--- src/rtl/itf_pkg.sv ---
`timescale 1ns / 1ps
// itf_pkg: shared types, ASCII codes and the digit lookup for the integer
// to text formatter. No dependencies.
package itf_pkg;

  localparam int MAX_FIELD   = 64;   // cap on characters per request
  localparam int NUM_NIBBLES = 24;   // digit buffer depth, one nibble per digit
  localparam int DIG_W       = NUM_NIBBLES * 4;
  localparam int MAG_W       = 64;

  // radix selector codes; the unused code behaves as hex
  localparam logic [1:0] RADIX_OCT = 2'd0;
  localparam logic [1:0] RADIX_DEC = 2'd1;
  localparam logic [1:0] RADIX_HEX = 2'd2;

  localparam logic [7:0] CH_SPACE = 8'h20;
  localparam logic [7:0] CH_PLUS  = 8'h2B;
  localparam logic [7:0] CH_MINUS = 8'h2D;
  localparam logic [7:0] CH_ZERO  = 8'h30;
  localparam logic [7:0] CH_UX    = 8'h58;
  localparam logic [7:0] CH_LX    = 8'h78;

  typedef enum logic [2:0] {
    ST_IDLE,
    ST_CONV,
    ST_NORM,
    ST_CALC,
    ST_EMIT
  } state_t;

  // "0123456789ABCDEF" / "0123456789abcdef"
  function automatic logic [7:0] digit_char(input logic [3:0] d, input logic upper);
    logic [7:0] c;
    if (d < 4'd10) begin
      c = CH_ZERO + {4'h0, d};
    end else if (upper) begin
      c = 8'h41 + {4'h0, d - 4'd10};
    end else begin
      c = 8'h61 + {4'h0, d - 4'd10};
    end
    return c;
  endfunction

endpackage

--- src/rtl/integer_to_text_formatter.sv ---
`timescale 1ns / 1ps
// integer_to_text_formatter: printf-style integer conversion, one character
// per output transfer. Depends on itf_pkg.

// One request in, a run of ASCII characters out, the final one with tlast.
// A request is taken only while the block is idle. Decimal values go through
// a bit-serial binary-to-BCD converter (shift-and-add-3), one magnitude bit
// per cycle; octal and hex digits are wired straight into the digit buffer.
// Leading zero digits are then shifted out one per cycle (at most 23 of
// them, so that at least one digit stays), the ST_CALC state works out the
// padding, sign, prefix and zero runs, and the characters leave at one per
// cycle while the sink keeps tready high. Each request gives at most 64
// characters, and one that produces none gives no output transfer at all.
module integer_to_text_formatter
  import itf_pkg::*;
(
  input  logic        clk,
  input  logic        rst,
  // request channel
  input  logic        s_tvalid,
  output logic        s_tready,
  // [63:0] magnitude, [64] is_negative, [66:65] radix_code, [67] upper_case,
  // [68] alternate_form, [69] left_justify, [70] force_plus, [71] space_sign,
  // [72] zero_pad, [79:73] field_width, [86:80] min_digits, [87] unused
  input  logic [87:0] s_tdata,
  // character channel
  output logic        m_tvalid,
  input  logic        m_tready,
  // [7:0] character
  output logic [7:0]  m_tdata,
  output logic        m_tlast   // last_char
);

  // ---------------------------------------------------------------------
  // request fields
  // ---------------------------------------------------------------------
  logic [MAG_W-1:0] in_mag;
  logic             in_neg, in_upper, in_alt, in_left, in_plus, in_space, in_zpad;
  logic [1:0]       in_radix;
  logic [6:0]       in_width, in_prec;

  assign in_mag   = s_tdata[63:0];
  assign in_neg   = s_tdata[64];
  assign in_radix = s_tdata[66:65];
  assign in_upper = s_tdata[67];
  assign in_alt   = s_tdata[68];
  assign in_left  = s_tdata[69];
  assign in_plus  = s_tdata[70];
  assign in_space = s_tdata[71];
  assign in_zpad  = s_tdata[72];
  assign in_width = s_tdata[79:73];
  assign in_prec  = s_tdata[86:80];

  // ---------------------------------------------------------------------
  // registers
  // ---------------------------------------------------------------------
  state_t           state, state_next;
  logic [MAG_W-1:0] mag;        // magnitude shift register for BCD conversion
  logic [DIG_W-1:0] dig;        // digit buffer, most significant digit at top
  logic [5:0]       bit_cnt;
  logic [4:0]       ndig;       // digits held / digits still to send
  logic             neg, upper, alt, left, plus, space, zpad, is_zero;
  logic [1:0]       radix;
  logic [6:0]       width, prec;
  logic [6:0]       lpad_cnt;   // leading spaces still to send
  logic [6:0]       zero_cnt;   // zero fill still to send
  logic             sign_pend, pfx0_pend, pfxx_pend;
  logic [6:0]       rem;        // characters still to send, capped

  // ---------------------------------------------------------------------
  // digit buffer load for octal / hex, and shift-and-add-3 step
  // ---------------------------------------------------------------------
  logic [DIG_W-1:0] oct_load, hex_load, dabble;
  logic [65:0]      mag66;

  assign mag66    = {2'b00, in_mag};
  assign hex_load = {{(DIG_W-MAG_W){1'b0}}, in_mag};

  always_comb begin
    oct_load = '0;
    for (int i = 0; i < 22; i++) begin
      oct_load[i*4 +: 4] = {1'b0, mag66[i*3 +: 3]};
    end
  end

  always_comb begin
    for (int i = 0; i < NUM_NIBBLES; i++) begin
      dabble[i*4 +: 4] = (dig[i*4 +: 4] >= 4'd5) ? dig[i*4 +: 4] + 4'd3 : dig[i*4 +: 4];
    end
  end

  // ---------------------------------------------------------------------
  // sizing: runs of zeros and padding, worked out in the ST_CALC cycle
  // ---------------------------------------------------------------------
  logic       prec_given, sign_c, pfx_c;
  logic [4:0] ndig_e;
  logic [8:0] ndig9, prec9, width9, npre9, body9, zeros9, total9, pad9, len9;
  logic [6:0] rem_c;

  always_comb begin
    prec_given = !prec[6];
    sign_c     = neg | plus | space;
    pfx_c      = alt && (radix != RADIX_OCT) && (radix != RADIX_DEC) && !is_zero;
    ndig_e     = (prec == 7'd0 && is_zero) ? 5'd0 : ndig;
    ndig9      = {4'd0, ndig_e};
    prec9      = {3'd0, prec[5:0]};
    width9     = {2'd0, width};
    npre9      = {8'd0, sign_c} + (pfx_c ? 9'd2 : 9'd0);
    body9      = npre9 + ndig9;

    zeros9 = '0;
    if (prec_given && prec9 > ndig9) begin
      zeros9 = prec9 - ndig9;
    end
    // octal alternate form: make sure the first digit written is 0
    if (alt && radix == RADIX_OCT && zeros9 == 9'd0 && (!is_zero || ndig_e == 5'd0)) begin
      zeros9 = 9'd1;
    end
    if (zpad && !left && !prec_given && width9 > body9) begin
      zeros9 = width9 - body9;
    end

    total9 = body9 + zeros9;
    pad9   = (width9 > total9) ? width9 - total9 : 9'd0;
    len9   = total9 + pad9;
    rem_c  = (len9 > 9'(MAX_FIELD)) ? 7'(MAX_FIELD) : len9[6:0];
  end

  // ---------------------------------------------------------------------
  // character picked for the next output transfer
  // ---------------------------------------------------------------------
  logic [7:0] char_c;
  logic       sel_lpad, sel_sign, sel_pfx0, sel_pfxx, sel_zero, sel_dig;

  always_comb begin
    sel_lpad = lpad_cnt != 7'd0;
    sel_sign = !sel_lpad && sign_pend;
    sel_pfx0 = !sel_lpad && !sign_pend && pfx0_pend;
    sel_pfxx = !sel_lpad && !sign_pend && !pfx0_pend && pfxx_pend;
    sel_zero = !sel_lpad && !sign_pend && !pfx0_pend && !pfxx_pend && zero_cnt != 7'd0;
    sel_dig  = !sel_lpad && !sign_pend && !pfx0_pend && !pfxx_pend && zero_cnt == 7'd0
               && ndig != 5'd0;
    if (sel_lpad) begin
      char_c = CH_SPACE;
    end else if (sel_sign) begin
      char_c = neg ? CH_MINUS : (plus ? CH_PLUS : CH_SPACE);
    end else if (sel_pfx0 || sel_zero) begin
      char_c = CH_ZERO;
    end else if (sel_pfxx) begin
      char_c = upper ? CH_UX : CH_LX;
    end else if (sel_dig) begin
      char_c = digit_char(dig[DIG_W-1 -: 4], upper);
    end else begin
      char_c = CH_SPACE;   // trailing padding
    end
  end

  // ---------------------------------------------------------------------
  // sequencer
  // ---------------------------------------------------------------------
  logic in_xfer, out_load, norm_shift;

  assign in_xfer    = s_tvalid && s_tready;
  assign norm_shift = (dig[DIG_W-1 -: 4] == 4'd0) && (ndig > 5'd1);

  always_ff @(posedge clk) begin
    if (rst) begin
      state <= ST_IDLE;
    end else begin
      state <= state_next;
    end
  end

  always_comb begin
    state_next = state;
    s_tready   = 1'b0;
    out_load   = 1'b0;
    unique case (state)
      ST_IDLE: begin
        s_tready = 1'b1;
        if (s_tvalid) begin
          state_next = (in_radix == RADIX_DEC) ? ST_CONV : ST_NORM;
        end
      end
      ST_CONV: begin
        if (bit_cnt == 6'd63) begin
          state_next = ST_NORM;
        end
      end
      ST_NORM: begin
        if (!norm_shift) begin
          state_next = ST_CALC;
        end
      end
      ST_CALC: begin
        state_next = (rem_c == 7'd0) ? ST_IDLE : ST_EMIT;
      end
      ST_EMIT: begin
        out_load = !m_tvalid || m_tready;
        if (out_load && rem == 7'd1) begin
          state_next = ST_IDLE;
        end
      end
      default: state_next = ST_IDLE;
    endcase
  end

  // ---------------------------------------------------------------------
  // datapath
  // ---------------------------------------------------------------------
  always_ff @(posedge clk) begin
    if (in_xfer) begin
      mag     <= in_mag;
      is_zero <= in_mag == '0;
      neg     <= in_neg;
      radix   <= in_radix;
      upper   <= in_upper;
      alt     <= in_alt;
      left    <= in_left;
      plus    <= in_plus;
      space   <= in_space;
      zpad    <= in_zpad;
      width   <= in_width;
      prec    <= in_prec;
      bit_cnt <= '0;
      ndig    <= 5'(NUM_NIBBLES);
      unique case (in_radix)
        RADIX_OCT: dig <= oct_load;
        RADIX_DEC: dig <= '0;
        default:   dig <= hex_load;
      endcase
    end else if (state == ST_CONV) begin
      dig     <= {dabble[DIG_W-2:0], mag[MAG_W-1]};
      mag     <= {mag[MAG_W-2:0], 1'b0};
      bit_cnt <= bit_cnt + 6'd1;
    end else if (state == ST_NORM) begin
      if (norm_shift) begin
        dig  <= {dig[DIG_W-5:0], 4'h0};
        ndig <= ndig - 5'd1;
      end
    end else if (state == ST_CALC) begin
      ndig      <= ndig_e;
      lpad_cnt  <= left ? 7'd0 : pad9[6:0];
      zero_cnt  <= zeros9[6:0];
      sign_pend <= sign_c;
      pfx0_pend <= pfx_c;
      pfxx_pend <= pfx_c;
      rem       <= rem_c;
    end else if (out_load) begin
      rem <= rem - 7'd1;
      if (sel_lpad) begin
        lpad_cnt <= lpad_cnt - 7'd1;
      end
      if (sel_sign) begin
        sign_pend <= 1'b0;
      end
      if (sel_pfx0) begin
        pfx0_pend <= 1'b0;
      end
      if (sel_pfxx) begin
        pfxx_pend <= 1'b0;
      end
      if (sel_zero) begin
        zero_cnt <= zero_cnt - 7'd1;
      end
      if (sel_dig) begin
        dig  <= {dig[DIG_W-5:0], 4'h0};
        ndig <= ndig - 5'd1;
      end
    end
  end

  // output register: parts the sequencer from the sink
  always_ff @(posedge clk) begin
    if (rst) begin
      m_tvalid <= 1'b0;
    end else if (out_load) begin
      m_tvalid <= 1'b1;
    end else if (m_tready) begin
      m_tvalid <= 1'b0;
    end
  end

  always_ff @(posedge clk) begin
    if (out_load) begin
      m_tdata <= char_c;
      m_tlast <= rem == 7'd1;
    end
  end

  // ---------------------------------------------------------------------
  // assertions
  // ---------------------------------------------------------------------
  a_rem_range: assert property (@(posedge clk) disable iff (rst)
    state == ST_EMIT |-> (rem != 7'd0 && rem <= 7'(MAX_FIELD)))
    else $error("character count out of range while emitting");

  a_last_mark: assert property (@(posedge clk) disable iff (rst)
    out_load |=> (m_tlast == ($past(rem) == 7'd1)))
    else $error("tlast does not match the final character");

  a_norm_digits: assert property (@(posedge clk) disable iff (rst)
    state == ST_NORM |-> ndig != 5'd0)
    else $error("normalisation dropped every digit");

  a_idle_drained: assert property (@(posedge clk) disable iff (rst)
    (state == ST_EMIT && state_next == ST_IDLE) |-> (ndig == 5'd0 || !sel_dig || rem == 7'd1))
    else $error("emission ended with digits outstanding");

endmodule
--- config.mk ---
export PLATFORM = sky130hd
export DESIGN_NAME = integer_to_text_formatter
export DESIGN_NICKNAME = d
export VERILOG_FILES = /design/src/rtl/itf_pkg.sv /design/src/rtl/integer_to_text_formatter.sv
export SDC_FILE = /design/constraint.sdc
export NUM_CORES = 1
export LEC_CHECK = 0
export BUFFER_PORTS_ARGS = -buffer_cell sky130_fd_sc_hd__buf_2
export CAP_MARGIN = 25
export CORE_MARGIN = 5
export CORE_UTILIZATION = 40
export DETAILED_ROUTE_END_ITERATION = 10
export SETUP_SLACK_MARGIN = 0.05
export SLEW_MARGIN = 10
export SYNTH_ARGS = -nofsm -noshare
export SYNTH_HDL_FRONTEND = slang
export SYNTH_SLANG_ARGS = --single-unit
--- constraint.sdc ---
create_clock -name clk -period 10.8 [get_ports clk]
set_clock_uncertainty 0.2 [all_clocks]
set_input_delay 1.08 -clock clk [delete_from_list [all_inputs] [get_ports clk]]
set_output_delay 1.08 -clock clk [all_outputs]
set_load 0.02 [all_outputs]
==> summary.txt <==
Drt
  – Routed vias: 12,400
  – Post-DR wirelength/cell: 18.5 um
  – Initial DRC Count: 715
  – Drt pass-1 iters: 5
  – Drt total wl: 40,300 um
  – Final ANT Viol Nets: 0
  – DR vias/cell: 5.67
  – DRC violations left: 0

Worst setup path
  – Worst R2R Path Depth: 40
  – Worst R2R Setup Slack: 1.38 ns
  – Crit-path slowest cell: nor4b_1
  – CP Capture Point: rem[4]
  – CP startpoint: prec[5]
  – Worst setup SP type: flop
  – Critical Path End Type: flop
  – CP arrival: 9.50 ns
  – Critical path type: reg -> reg
  – CP required: 10.89 ns
  – Peak fanout along the critical path: 15
  – Max incr delay on CP: 0.53 ns
  – RR Endpoint: rem[4]
  – Worst r2r src: prec[5]

Clocking
  – CTS max path bufs: 3
  – Clock Pin Slew Worst Setup and Hold Paths: 0.06 ns
  – TritonCTS clock tree: built
  – Cts hold-fix bufs: 0
  – Clock sink count: 231
  – Postcts setup bufs: 0
  – Worst skew pair latency: 0.56 ns
  – Clock root cell: clkbuf_16
  – Num CTS Buffers: 28
  – Cts repair resizes: 0
  – H-Tree Level Count: 1

STA
  – Measured slew at the worst slew-check pin: 0.985 ns
  – RSZ-0062 raised after global routing: false
  – Hold Fails Final Rpt: 0
  – Slew HR: 34.4%
  – FMAX: 106 MHz
  – Post-route setup TNS: 0 ns
  – Post-route minimum period: 9.42 ns
  – Final setup fails: 0
  – Final cycle utilization of the critical path: 87.2%
  – Count of pins over their slew limit: 0

Die
  – Starting Density: 40.2%
  – Core Region: 37,300 um2
  – Height of the chip: 204 um
  – Die X: 204 um
  – Die area: 41,500 um2
  – I/O pin count: 103
  – Row count: 71

Power
  – Logic pwr share: 54.9%
  – P_int: 3.49 mW
  – Peak supply drop: 0.000201 V
  – Net Sw Power: 2.82 mW
  – Clk pwr share: 14.6%
  – Power Dens Cells: 375 nW/um2
  – Reg power frac: 30.5%
  – Switching Fraction: 44.7%
  – P_leak: 6.60 nW

GRT
  – Initial antenna violation count: 6
  – Global-route wire length before repair: 64,200 um
  – Grt total ovfl: 0
  – Pin count of the biggest net entering global routing: 84
  – GRT Overall Usage: 18.9%
  – Vias in the first global route: 11,900

Run
  – Max-cap violation count: 0

Synthesis
  – Ranking of synthesized cells by area: edfxtp_1 43%, ha_1 7.6%, nand2_1 6.6%
  – Leading area contributor after synthesis: edfxtp_1
  – Yosys reg bits: 231
  – Cell count after synthesis: 1,616
  – Ys async rst share: 0%
  – Post-synth cell types: 76
  – Count leader, synth: nand2_1
  – Seq/Total Area, Yosys: 45.2%
  – Post-synth EDFFs: 216
  – Syn nets: 1,805
  – Syn Area/Cell: 9.28 um2
  – Share of the synthesized area in the top cell type: 43.2%
  – Top_reg_cell synth: edfxtp_1
  – Synth top cells by count: 264 x nand2_1, 216 x edfxtp_1, 162 x a21oi_1
  – Synth Warn #: 0
  – Mapped cell area: 15,000 um2

Place
  – Placed insts: 2,127
  – # port buffers: 100
  – HPWL Detailed: 27,600 um
  – Gpl congestion: 0.839

Layout
  – Final non-filler cell total: 2,181
  – Synthesis-to-layout area growth: 12.2%
  – Layout fillers: 3,607
  – # nets final: 1,873
  – Fraction of layout cells with a size suffix above 1: 10.5%

Outcome
  – Run status: finished, final reports clean

Min path
  – Min-delay worst type: reg -> reg
## metal layers
metal | vias to the layer above | GRT usage (%) | part of all wire (%)
met5 | - | 0 | 0.12
met4 | 8 | 4.12 | 1.9
met3 | 54 | 3.40 | 5.7
met2 | 292 | 30.7 | 46
met1 | 6003 | 26.7 | 46
li1 | 6009 | - | -
## critical path: cells and delay by family (launching register included)
| family | cells | cell delay [ns] |
|---|---|---|
| buffers and inverters | 4 | 0.28 |
| XOR/XNOR | 2 | 0.53 |
| AO/OA/AOI/OAI | 13 | 2.56 |
| AND/OR/NAND/NOR | 13 | 2.56 |
| adder cells (fa/ha/maj) | 8 | 2.61 |
| flip-flops | 1 | 0.43 |
## worst min path at each step
stage               startpoint         end  slack [ns]  cells after the start
floorplan           bit_cnt[1]  bit_cnt[1]        0.25                      2
global placement    bit_cnt[1]  bit_cnt[1]        0.26                      2
detailed placement  bit_cnt[1]  bit_cnt[1]        0.27                      2
CTS                 bit_cnt[1]  bit_cnt[1]        0.28                      2
global route        bit_cnt[1]  bit_cnt[1]        0.31                      2
finish              bit_cnt[1]  bit_cnt[1]        0.28                      2
## through the flow
| stage | instance area (um2) | total power [mW] | setup WS, ns | util [%] | hold WS (ns) |
|---|---|---|---|---|---|
| after floorplan | 15000 | 4.59 | 2.85 | - | 0.253 |
| after detailed placement | 15900 | 5.39 | 1.56 | 42.7 | 0.270 |
| after CTS | 16800 | 6.34 | 1.52 | 45.1 | 0.277 |
| after global placement | 15900 | 5.29 | 1.75 | 42.7 | 0.263 |
| final | 16800 | 6.31 | 1.38 | 45.1 | 0.275 |
| after global routing | 16800 | 6.89 | 0.690 | 45.1 | 0.312 |
## area by class of cell
class	count	area, um2	area share, %
clock inverters	13	131	0.780
flip-flops and latches	231	6790	40.3
multi-input cells	1226	7650	45.4
clock buffers	38	758	4.50
well taps	474	593	3.52
diodes	2	5.00	0.0297
inverters	85	322	1.91
repair buffers	112	588	3.49
## placed cells by master (no fill, tap or decap), types with 8 or more instances in the layout
cell type  count
nand2_1      263
edfxtp_1     216
a21oi_1      162
o21ai_0      117
buf_2        101
ha_1          91
nor2_1        83
inv_1         83
nand3_1       67
nor3b_1       54
xnor2_1       43
xor2_1        40
nor3_1        33
a22oi_1       33
nand2b_1      29
clkbuf_16     28
o31ai_1       20
nor4_1        19
o221ai_1      16
dfxtp_1       15
nor2b_1       13
o21a_1        12
buf_4         11
nand4_1        8
clkbuf_1       8
## cell families after synthesis
family / after synthesis / synth area share [%]
buffers and inverters: 159 / 4.06
AO/OA/AOI/OAI: 427 / 17.3
XOR/XNOR: 83 / 4.85
flip-flops: 231 / 45.2
adder cells (fa/ha/maj): 97 / 8.39
other: 1 / 0.0250
multiplexers: 9 / 0.667
AND/OR/NAND/NOR: 609 / 19.5
## sequential cells by signal (all words and copies together), names as in the netlist, 2 cells and up
| register | flops |
|---|---|
| dig | 96 |
| mag | 64 |
| lpad_cnt | 7 |
| m_tdata | 7 |
| prec | 7 |
| rem | 7 |
| width | 7 |
| zero_cnt | 7 |
| bit_cnt | 6 |
| ndig | 5 |
| state | 3 |
| radix | 2 |
## power groups by stage
stage	sequential, mW	clock (mW)	combinational [mW]
3_3_place_gp	1.93	0	3.36
5_1_grt	1.98	0.984	3.93
4_1_cts	1.92	0.945	3.48
6_report	1.92	0.924	3.47
3_5_place_dp	1.93	0	3.45
2_1_floorplan	1.86	0	2.73
(Power assumes the default switching activity.)
